$ cat src/rtl/core/utt_pkg.sv
// ----------------------------------------------------------------------------
// utt_pkg
// Shared types and constants for the utf-8 to utf-16 transcoder.
// ----------------------------------------------------------------------------
`default_nettype none

package utt_pkg;

	// default unit limit per message
	localparam int MAX_UNITS_DEF = 256;

	// input item kinds (carried on tuser)
	localparam logic KIND_TEXT = 1'b0;
	localparam logic KIND_END  = 1'b1;

	// result kinds (carried on tuser)
	localparam logic RES_UNIT   = 1'b0;
	localparam logic RES_STATUS = 1'b1;

	// message status codes
	typedef enum logic [2:0] {
		ST_OK          = 3'd0,
		ST_BAD_REQUEST = 3'd1,
		ST_BAD_UTF8    = 3'd2,
		ST_NUL         = 3'd3,
		ST_TOO_LONG    = 3'd4
	} status_t;

	// utf-8 lead byte ranges
	localparam logic [7:0] LEAD2_MIN = 8'hC2;
	localparam logic [7:0] LEAD2_MAX = 8'hDF;
	localparam logic [7:0] LEAD3_MIN = 8'hE0;
	localparam logic [7:0] LEAD3_MAX = 8'hEF;
	localparam logic [7:0] LEAD4_MIN = 8'hF0;
	localparam logic [7:0] LEAD4_MAX = 8'hF4;
	localparam logic [7:0] ASCII_END = 8'h80;

	// scalar limits
	localparam logic [20:0] MIN_CLS1    = 21'h000080;
	localparam logic [20:0] MIN_CLS2    = 21'h000800;
	localparam logic [20:0] MIN_CLS3    = 21'h010000;
	localparam logic [20:0] SCALAR_MAX  = 21'h10FFFF;
	localparam logic [20:0] SURR_LO     = 21'h00D800;
	localparam logic [20:0] SURR_HI     = 21'h00DFFF;
	localparam logic [20:0] BMP_MAX     = 21'h00FFFF;
	localparam logic [5:0]  HI_SURR_TAG = 6'b110110;
	localparam logic [5:0]  LO_SURR_TAG = 6'b110111;

	// output queue
	localparam int OFIFO_DEPTH = 4;
	localparam int OFIFO_AW    = 2;
	localparam int OFIFO_CW    = 3;

	typedef struct packed {
		logic        kind;
		logic [15:0] code_unit;
		status_t     status;
		logic        last;
	} result_t;

endpackage

`default_nettype wire

$ cat src/rtl/core/utt_decode.sv
// ----------------------------------------------------------------------------
// utt_decode
// Per-message utf-8 decode state and the combinational decode of one item.
// ----------------------------------------------------------------------------
`default_nettype none

module utt_decode import utt_pkg::*; #(
	parameter int MAX_UNITS = MAX_UNITS_DEF
) (
	input  wire logic        clk,
	input  wire logic        arst_n,
	input  wire logic        step,
	input  wire logic        kind,
	input  wire logic [7:0]  tbyte,
	input  wire logic [63:0] msg_id,
	input  wire logic [63:0] reserved_id,
	output logic [1:0]       res_cnt,
	output result_t          res0,
	output result_t          res1
);

	localparam int CW = $clog2(MAX_UNITS + 1);
	localparam logic [CW:0] UNIT_LIMIT = (CW + 1)'(MAX_UNITS);

	logic [1:0]    pend_q, pend_d;
	logic [20:0]   ps_q, ps_d;
	logic [1:0]    cls_q, cls_d;
	logic [CW-1:0] cnt_q, cnt_d;
	status_t       err_q, err_d;

	logic [20:0] ps_shift;
	logic        fin;
	logic [20:0] fin_s;
	logic [1:0]  fin_cls;
	logic [20:0] fin_min;
	logic        fin_two;
	logic [CW:0] cnt_sum;
	logic [19:0] fin_v;
	status_t     end_status;

	assign ps_shift = {ps_q[14:0], tbyte[5:0]};

	always_comb begin
		pend_d     = pend_q;
		ps_d       = ps_q;
		cls_d      = cls_q;
		cnt_d      = cnt_q;
		err_d      = err_q;
		fin        = 1'b0;
		fin_s      = '0;
		fin_cls    = '0;
		fin_min    = '0;
		fin_two    = 1'b0;
		cnt_sum    = '0;
		fin_v      = '0;
		end_status = ST_OK;
		res_cnt    = 2'd0;
		res0       = '{RES_UNIT, 16'h0000, ST_OK, 1'b0};
		res1       = '{RES_UNIT, 16'h0000, ST_OK, 1'b0};

		if (kind == KIND_END) begin
			// bad id wins over any text error
			priority if (msg_id == 64'd0 || msg_id == reserved_id) begin
				end_status = ST_BAD_REQUEST;
			end else if (err_q != ST_OK) begin
				end_status = err_q;
			end else if (pend_q != 2'd0) begin
				end_status = ST_BAD_UTF8;
			end else begin
				end_status = ST_OK;
			end
			res0    = '{RES_STATUS, 16'h0000, end_status, 1'b1};
			res_cnt = 2'd1;
			pend_d  = '0;
			ps_d    = '0;
			cls_d   = '0;
			cnt_d   = '0;
			err_d   = ST_OK;
		end else if (err_q == ST_OK) begin
			if (pend_q != 2'd0) begin
				if (tbyte[7:6] != 2'b10) begin
					err_d = ST_BAD_UTF8;
				end else begin
					pend_d = pend_q - 2'd1;
					if (pend_q == 2'd1) begin
						fin     = 1'b1;
						fin_s   = ps_shift;
						fin_cls = cls_q;
						ps_d    = '0;
						cls_d   = '0;
					end else begin
						ps_d = ps_shift;
					end
				end
			end else begin
				priority if (tbyte < ASCII_END) begin
					fin     = 1'b1;
					fin_s   = {13'd0, tbyte};
					fin_cls = 2'd0;
				end else if (tbyte >= LEAD2_MIN && tbyte <= LEAD2_MAX) begin
					ps_d   = {16'd0, tbyte[4:0]};
					cls_d  = 2'd1;
					pend_d = 2'd1;
				end else if (tbyte >= LEAD3_MIN && tbyte <= LEAD3_MAX) begin
					ps_d   = {17'd0, tbyte[3:0]};
					cls_d  = 2'd2;
					pend_d = 2'd2;
				end else if (tbyte >= LEAD4_MIN && tbyte <= LEAD4_MAX) begin
					ps_d   = {18'd0, tbyte[2:0]};
					cls_d  = 2'd3;
					pend_d = 2'd3;
				end else begin
					err_d = ST_BAD_UTF8;
				end
			end

			// complete scalar: range, nul and length checks, then emit one unit or a pair
			if (fin) begin
				unique case (fin_cls)
					2'd0:    fin_min = '0;
					2'd1:    fin_min = MIN_CLS1;
					2'd2:    fin_min = MIN_CLS2;
					default: fin_min = MIN_CLS3;
				endcase
				fin_two = fin_s > BMP_MAX;
				cnt_sum = {1'b0, cnt_q} + (fin_two ? (CW + 1)'(2) : (CW + 1)'(1));
				fin_v   = 20'(fin_s - MIN_CLS3);
				priority if (fin_s < fin_min || fin_s > SCALAR_MAX ||
						(fin_s >= SURR_LO && fin_s <= SURR_HI)) begin
					err_d = ST_BAD_UTF8;
				end else if (fin_s == 21'd0) begin
					err_d = ST_NUL;
				end else if (cnt_sum > UNIT_LIMIT) begin
					err_d = ST_TOO_LONG;
				end else if (fin_two) begin
					cnt_d   = cnt_sum[CW-1:0];
					res0    = '{RES_UNIT, {HI_SURR_TAG, fin_v[19:10]}, ST_OK, 1'b0};
					res1    = '{RES_UNIT, {LO_SURR_TAG, fin_v[9:0]}, ST_OK, 1'b0};
					res_cnt = 2'd2;
				end else begin
					cnt_d   = cnt_sum[CW-1:0];
					res0    = '{RES_UNIT, fin_s[15:0], ST_OK, 1'b0};
					res_cnt = 2'd1;
				end
			end
		end
	end

	always_ff @(posedge clk or negedge arst_n) begin
		if (!arst_n) begin
			pend_q <= '0;
			ps_q   <= '0;
			cls_q  <= '0;
			cnt_q  <= '0;
			err_q  <= ST_OK;
		end else if (step) begin
			pend_q <= pend_d;
			ps_q   <= ps_d;
			cls_q  <= cls_d;
			cnt_q  <= cnt_d;
			err_q  <= err_d;
		end
	end

endmodule

`default_nettype wire

$ cat src/rtl/core/utt_ofifo.sv
// ----------------------------------------------------------------------------
// utt_ofifo
// Small result queue: up to two pushes per cycle, one pop per cycle.
// ----------------------------------------------------------------------------
`default_nettype none

module utt_ofifo import utt_pkg::*; (
	input  wire logic       clk,
	input  wire logic       arst_n,
	input  wire logic [1:0] push_cnt,
	input  wire result_t    wdata0,
	input  wire result_t    wdata1,
	input  wire logic       pop,
	output logic            room2,
	output logic            rvalid,
	output result_t         rdata
);

	result_t               mem_q [OFIFO_DEPTH];
	logic [OFIFO_AW-1:0]   wr_ptr_q;
	logic [OFIFO_AW-1:0]   rd_ptr_q;
	logic [OFIFO_CW-1:0]   cnt_q;
	logic [OFIFO_AW-1:0]   wr_ptr_nx;

	assign wr_ptr_nx = wr_ptr_q + OFIFO_AW'(1);
	assign room2     = cnt_q <= OFIFO_CW'(OFIFO_DEPTH - 2);
	assign rvalid    = cnt_q != '0;
	assign rdata     = mem_q[rd_ptr_q];

	always_ff @(posedge clk) begin
		if (push_cnt != 2'd0) begin
			mem_q[wr_ptr_q] <= wdata0;
		end
		if (push_cnt == 2'd2) begin
			mem_q[wr_ptr_nx] <= wdata1;
		end
	end

	always_ff @(posedge clk or negedge arst_n) begin
		if (!arst_n) begin
			wr_ptr_q <= '0;
			rd_ptr_q <= '0;
			cnt_q    <= '0;
		end else begin
			wr_ptr_q <= wr_ptr_q + OFIFO_AW'(push_cnt);
			if (pop) begin
				rd_ptr_q <= rd_ptr_q + OFIFO_AW'(1);
			end
			cnt_q <= cnt_q + OFIFO_CW'(push_cnt) - OFIFO_CW'(pop);
		end
	end

endmodule

`default_nettype wire

$ cat src/rtl/core/utf8_to_utf16_validating_transcoder.sv
// ----------------------------------------------------------------------------
// utf8_to_utf16_validating_transcoder
// Strict utf-8 to utf-16 transcoder with per-message status and id check.
// ----------------------------------------------------------------------------
// usage
//   input stream: one transfer per utf-8 byte (tuser = 0, byte in tdata[7:0]),
//   closed by an end transfer (tuser = 1, request id in tdata[71:8]).
//   output stream: one transfer per utf-16 code unit (tuser = 0), then one
//   status transfer per message (tuser = 1, tlast = 1, status in tdata[18:16]).
//   a scalar above 0xFFFF gives two unit transfers (surrogate pair).
//   units of a message whose status is not ok are void for the receiver.
// throughput
//   one input transfer per cycle while the result queue has room; results
//   pass the input register, then decode into the result queue. the output
//   side moves one result per cycle while m_axis_tready is high.
// stalls
//   a four-entry result queue parts the two sides; the held item advances
//   while it holds two or fewer results, so a stalled receiver backs up into tready.
// reset
//   arst_n clears the decode state, queue and the input register; the
//   reserved id register resets to all ones; cfg_we loads it from cfg_wdata.
// ----------------------------------------------------------------------------
`default_nettype none

module utf8_to_utf16_validating_transcoder import utt_pkg::*; #(
	parameter int MAX_UNITS = MAX_UNITS_DEF
) (
	input  wire logic        clk,
	input  wire logic        arst_n,
	// configuration: reserved request id
	input  wire logic        cfg_we,
	input  wire logic [63:0] cfg_wdata,
	// input stream
	input  wire logic        s_axis_tvalid,
	output logic             s_axis_tready,
	input  wire logic [71:0] s_axis_tdata,  // [7:0] text_byte, [71:8] req_id
	input  wire logic        s_axis_tuser,  // [0] kind
	// output stream
	output logic             m_axis_tvalid,
	input  wire logic        m_axis_tready,
	output logic [23:0]      m_axis_tdata,  // [15:0] code_unit, [18:16] status, zero above
	output logic             m_axis_tuser,  // [0] result_kind
	output logic             m_axis_tlast   // last
);

	// reserved id register
	logic [63:0] reserved_id_q;

	// input register
	logic        valid_s1;
	logic        kind_s1;
	logic [7:0]  tbyte_s1;
	logic [63:0] id_s1;

	// decode to queue
	logic       advance;
	logic       room2;
	logic [1:0] res_cnt;
	logic [1:0] push_cnt;
	result_t    res0;
	result_t    res1;
	result_t    out_res;
	logic       out_valid;

	always_ff @(posedge clk or negedge arst_n) begin
		if (!arst_n) begin
			reserved_id_q <= '1;
		end else if (cfg_we) begin
			reserved_id_q <= cfg_wdata;
		end
	end

	// the held item is decoded once the queue can take a surrogate pair
	assign advance       = valid_s1 && room2;
	assign s_axis_tready = !valid_s1 || advance;

	always_ff @(posedge clk or negedge arst_n) begin
		if (!arst_n) begin
			valid_s1 <= 1'b0;
		end else if (s_axis_tready) begin
			valid_s1 <= s_axis_tvalid;
		end
	end

	always_ff @(posedge clk) begin
		if (s_axis_tvalid && s_axis_tready) begin
			kind_s1  <= s_axis_tuser;
			tbyte_s1 <= s_axis_tdata[7:0];
			id_s1    <= s_axis_tdata[71:8];
		end
	end

	utt_decode #(
		.MAX_UNITS (MAX_UNITS)
	) u_decode (
		.clk         (clk),
		.arst_n      (arst_n),
		.step        (advance),
		.kind        (kind_s1),
		.tbyte       (tbyte_s1),
		.msg_id      (id_s1),
		.reserved_id (reserved_id_q),
		.res_cnt     (res_cnt),
		.res0        (res0),
		.res1        (res1)
	);

	assign push_cnt = advance ? res_cnt : 2'd0;

	utt_ofifo u_ofifo (
		.clk      (clk),
		.arst_n   (arst_n),
		.push_cnt (push_cnt),
		.wdata0   (res0),
		.wdata1   (res1),
		.pop      (out_valid && m_axis_tready),
		.room2    (room2),
		.rvalid   (out_valid),
		.rdata    (out_res)
	);

	assign m_axis_tvalid = out_valid;
	assign m_axis_tdata  = {5'd0, out_res.status, out_res.code_unit};
	assign m_axis_tuser  = out_res.kind;
	assign m_axis_tlast  = out_res.last;

endmodule

`default_nettype wire
$ cat config.mk
export PLATFORM = sky130hd
export DESIGN_NAME = utf8_to_utf16_validating_transcoder
export DESIGN_NICKNAME = d
export VERILOG_FILES = /design/src/rtl/core/utt_pkg.sv /design/src/rtl/core/utt_decode.sv /design/src/rtl/core/utt_ofifo.sv /design/src/rtl/core/utf8_to_utf16_validating_transcoder.sv
export SDC_FILE = /design/constraint.sdc
export NUM_CORES = 1
export LEC_CHECK = 0
export BUFFER_PORTS_ARGS = -buffer_cell sky130_fd_sc_hd__buf_2
export CAP_MARGIN = 30
export CORE_MARGIN = 3
export CORE_UTILIZATION = 59
export CTS_CLUSTER_SIZE = 24
export DETAILED_ROUTE_END_ITERATION = 8
export GPL_ROUTABILITY_DRIVEN = 0
export PLACE_DENSITY = 0.81
export RECOVER_POWER = 100
export SETUP_SLACK_MARGIN = 0.02
export SLEW_MARGIN = 20
export SYNTH_ARGS = -nofsm -noshare
export SYNTH_HDL_FRONTEND = slang
export SYNTH_HIERARCHICAL = 1
export SYNTH_SLANG_ARGS = --single-unit
$ cat constraint.sdc
create_clock -name clk -period 8.9 [get_ports clk]
set_input_delay 1.78 -clock clk [delete_from_list [all_inputs] [get_ports clk]]
set_output_delay 1.78 -clock clk [all_outputs]
set_load 0.1 [all_outputs]
==> results list <==
- After clock tree synthesis, the clock-pin slew on the worst setup and hold paths is 0.06 ns.
* Portion of the post-synthesis area used by sequential elements: 55.2%
* Number of buffers on the longest clock path: 3
- In this run the static leakage power is 5.68 nW.
- CTS built an H-tree with a depth of 1.
* Peak supply drop: 0.000214 V
- The synthesized netlist contains 77 unique library cells.
- Remaining routing DRC violations: 0
- In this run, synthesis inferred 157 flip-flops with an integrated enable.
- Quantity of gates resized following cts: 0
- Number of hold-repair buffers added at the cts stage: 0
- Multi-input combinational cell area: 5070 sq um
- Number of CTS-inserted buffers: 27
* Fraction of registers with async set or reset after synthesis: 39.6%
- Most frequently used cell type in the post-synthesis netlist: sky130_fd_sc_hd__edfxtp_1
- Once the floorplan was initialized, standard cells occupied 60.6% of the core.
- Vias: 8555
- Endpoint class of the critical path: register
* Combined flip-flop and latch cell area: 7370 sq um
- Placed cell count: 1331
- Setup violations remaining at the end of the flow were counted as 0.
- Commonest cells in the netlist: sky130_fd_sc_hd__edfxtp_1, sky130_fd_sc_hd__mux2_4, sky130_fd_sc_hd__xor2_1, sky130_fd_sc_hd__dfstp_2, sky130_fd_sc_hd__mux2_2
- Detailed Routing Iterations Pass 1: 5
- Synthesized netlist cell count: 929
* Global route total overflow: 0
- Post-CTS Repair Setup Buffers: 0
* Clock sink total: 260
- At the worst endpoint, the required time is 9.14 ns.
- Die extent in x: 156 microns
- Worst slew pin tran: 3.31 ns
- Fraction of synthesized cell area taken by the top area cell type: 35.3%
* Half-perimeter wire length after placement: 22.2 mm
- Setup Total Neg Slack: 0 ns
- After filler insertion, the fill cell instance count of the layout stands at 1649.
- Synth warnings: 6
- GR Util All Layers: 26.1%
* Count of endpoints failing hold in the final timing report: 0
* Synth Register Bits: 260
- The most used flip-flop cell after synthesis is sky130_fd_sc_hd__edfxtp_1.
* Setup repair after global routing missed its margin: no
- Summing the areas of all xor and xnor instances in the mapped netlist gives 4.79% of the synthesized area.
- Area fraction in compound gates after synthesis: 5.17%
- Based on the critical path, the design can be clocked at up to 126 MHz.
* Worst skew pair latency: 0.53 ns
- Number of nets in the finished design: 1235
* Non-filler cells in the finished layout: 1384
* Antenna violations before repair: 8
- Total core area: 22000 sq um
* Launching element type of the critical path: register
* Remaining max-slew budget at the tightest pin: -121%
- After Yosys synthesis, full adders, half adders and majority gates account for 1.18% of the synthesized area.
- The number of slew-limit violations in the final report was 233.
* Post-Synthesis Mean Instance Area: 14.4 sq um
- Global-route wire length before repair: 49.6 mm
- Share of post-route cells with drive strength above 1: 30.4%
- TritonCTS built the clock tree.
- Syn Std Cell Area: 13400 sq um
- Summing the areas of all and, or, nand and nor instances in the mapped netlist gives 10.1% of the synthesized area.
- In this run, the number of DRC markers left after iteration 0 of detailed routing was 727.
- Crit share post-route: 89.0%
- Worst EP arrival: 8.16 ns
- Wires add up to 32.2 mm.
- In this run the worst path has a maximum fanout of 33.
* Largest net degree at the start of global routing: 74
- For the finished layout, the period the worst path requires is 7.92 ns.
- I/O Buffers: 164
- Dominant cells by area after synthesis: sky130_fd_sc_hd__edfxtp_1, sky130_fd_sc_hd__dfstp_2, sky130_fd_sc_hd__mux2_4
- In this run the worst hold path is classified as register to register.
- Across the routed clock network, the largest skew measured is 0.0136 ns.
* Proportion of synthesized area in mux cells: 19.0%
- Measured on the finished design, the core utilization comes to 66.3%.
- Using the TritonRoute via totals, the vias-per-cell ratio works out to 6.18.
- Summing internal, switching and leakage power gives 4.27 mW.
- Compared with the post-synthesis result, the final layout area differs by 9.30%.
- Die height: 156 microns
- Number of nets with antenna violations after routing: 0
* Class of the most critical setup path: register to register
- Max-cap violations in this run came to 5.
* Power density over the cells: 293 nW/um^2
* Outcome: finished with violations
* Cell type with the largest total area after synthesis: sky130_fd_sc_hd__edfxtp_1
* Die area: 24500 sq um
- The tree is rooted in a sky130_fd_sc_hd__clkbuf_16.
- Row generation in the floorplan step produced 54 rows.
* Count of pins on the block boundary: 170
- Violations in the final reports: capacitance limit, slew limit
- Routed wire length per instance: 23.2 microns
* Dominant combinational cell family by area after synthesis: multiplexers
- The via count of the first global-routing pass is 8815.
final cells by class:
cell class                      count  share of cell area [%]
Sequential cell                   260                    50.5
Antenna cell                        2                  0.0343
Inverter                           20                   0.514
Tap cell                          280                    2.40
Timing Repair Buffer              179                    6.02
Clock buffer                       42                    5.29
Multi-Input combinational cell    593                    34.7
Clock inverter                      8                   0.506
metrics by stage:
step	worst slack [ns]	area, sq um	hold slack (ns)
floorplan	2.38	13400	0.462
global placement	1.93	14200	0.484
detailed placement	1.68	14200	0.489
CTS	1.56	15000	0.500
global route	0.524	14600	0.519
finish	0.982	14600	0.496
cell usage in the layout, fill, tap and decap left out, drive strengths merged, types with 7 or more instances in the layout:
cell type | synthesis | layout
ha | 11 | 11
conb | 2 | 11
inv | 20 | 21
nand4 | 14 | 14
nand3 | 22 | 22
edfxtp | 157 | 157
and2 | 14 | 14
buf | 48 | 140
nand2 | 39 | 39
xor2 | 67 | 67
clkbuf | 17 | 81
and3 | 7 | 7
nor2 | 19 | 19
dfstp | 64 | 64
nor3 | 15 | 15
o21ai | 24 | 24
mux2 | 150 | 150
dfrtp | 39 | 39
or3 | 8 | 8
nor4 | 45 | 45
or4 | 9 | 9
mux4 | 21 | 21
a21oi | 20 | 20
routing by layer:
layer	routed length, microns	global-route usage (%)
met5	57	0
met4	1120	9.30
met3	2640	6.14
met2	15700	43.6
met1	12600	33.7
power breakdown:
part           total, mW  switching [mW]  internal [mW]
clock               1.08           0.454          0.625
sequential          1.79           0.223           1.56
combinational       1.41            1.01          0.393
total               4.27            1.69           2.58
registers in the layout, indices dropped and copies added, names as in the netlist:
signal            count
u_decode/ps_q        15
kind_s1               1
u_decode/cls_q        2
id_s1                64
u_ofifo/mem_q        84
u_decode/err_q        3
tbyte_s1              8
u_ofifo/rd_ptr_q      2
u_decode/pend_q       2
u_ofifo/cnt_q         3
u_ofifo/wr_ptr_q      2
valid_s1              1
u_decode/cnt_q        9
reserved_id_q        64
kinds of logic after synthesis:
logic type | count (synthesis)
AO/OA/AOI/OAI | 100
adder cells (fa/ha/maj) | 12
buffers and inverters | 85
multiplexers | 172
AND/OR/NAND/NOR | 225
other | 2
flip-flops | 260
XOR/XNOR | 73
final timing paths:
check / startpoint / to / slack [ns] / cells past startpoint
setup / recovery: u_decode/pend_q[0] / u_ofifo/mem_q[0][2] / 0.98 / 18
hold / removal: u_ofifo/cnt_q[2] / u_ofifo/cnt_q[2] / 0.50 / 1
setup reg to reg: u_decode/pend_q[0] / u_ofifo/mem_q[0][2] / 0.98 / 18
hold reg to reg: u_ofifo/cnt_q[2] / u_ofifo/cnt_q[2] / 0.50 / 1
max in group asynchronous: arst_n / u_ofifo/rd_ptr_q[1] / 3.11 / 2
min in group asynchronous: arst_n / u_decode/ps_q[9] / 2.36 / 1
worst max-delay path, stage by stage (launching register included):
cell and delay, ns:
sky130_fd_sc_hd__dfrtp_1 0.59, sky130_fd_sc_hd__nor4bb_1 0.33, sky130_fd_sc_hd__clkbuf_1 0.60, sky130_fd_sc_hd__nand4_1 0.27
sky130_fd_sc_hd__nand4b_1 0.28, sky130_fd_sc_hd__o22ai_2 0.63, sky130_fd_sc_hd__inv_1 0.23, sky130_fd_sc_hd__ha_1 0.42
sky130_fd_sc_hd__a21o_1 0.24, sky130_fd_sc_hd__a21o_1 0.19, sky130_fd_sc_hd__a221o_1 0.32, sky130_fd_sc_hd__o32ai_1 0.40
sky130_fd_sc_hd__nand2_1 0.55, sky130_fd_sc_hd__nor3_2 0.30, sky130_fd_sc_hd__buf_4 0.33, sky130_fd_sc_hd__and3_1 0.42
sky130_fd_sc_hd__nand4b_2 0.77, sky130_fd_sc_hd__o31ai_4 0.49, sky130_fd_sc_hd__buf_8 0.25
(Power assumes the default switching activity.)
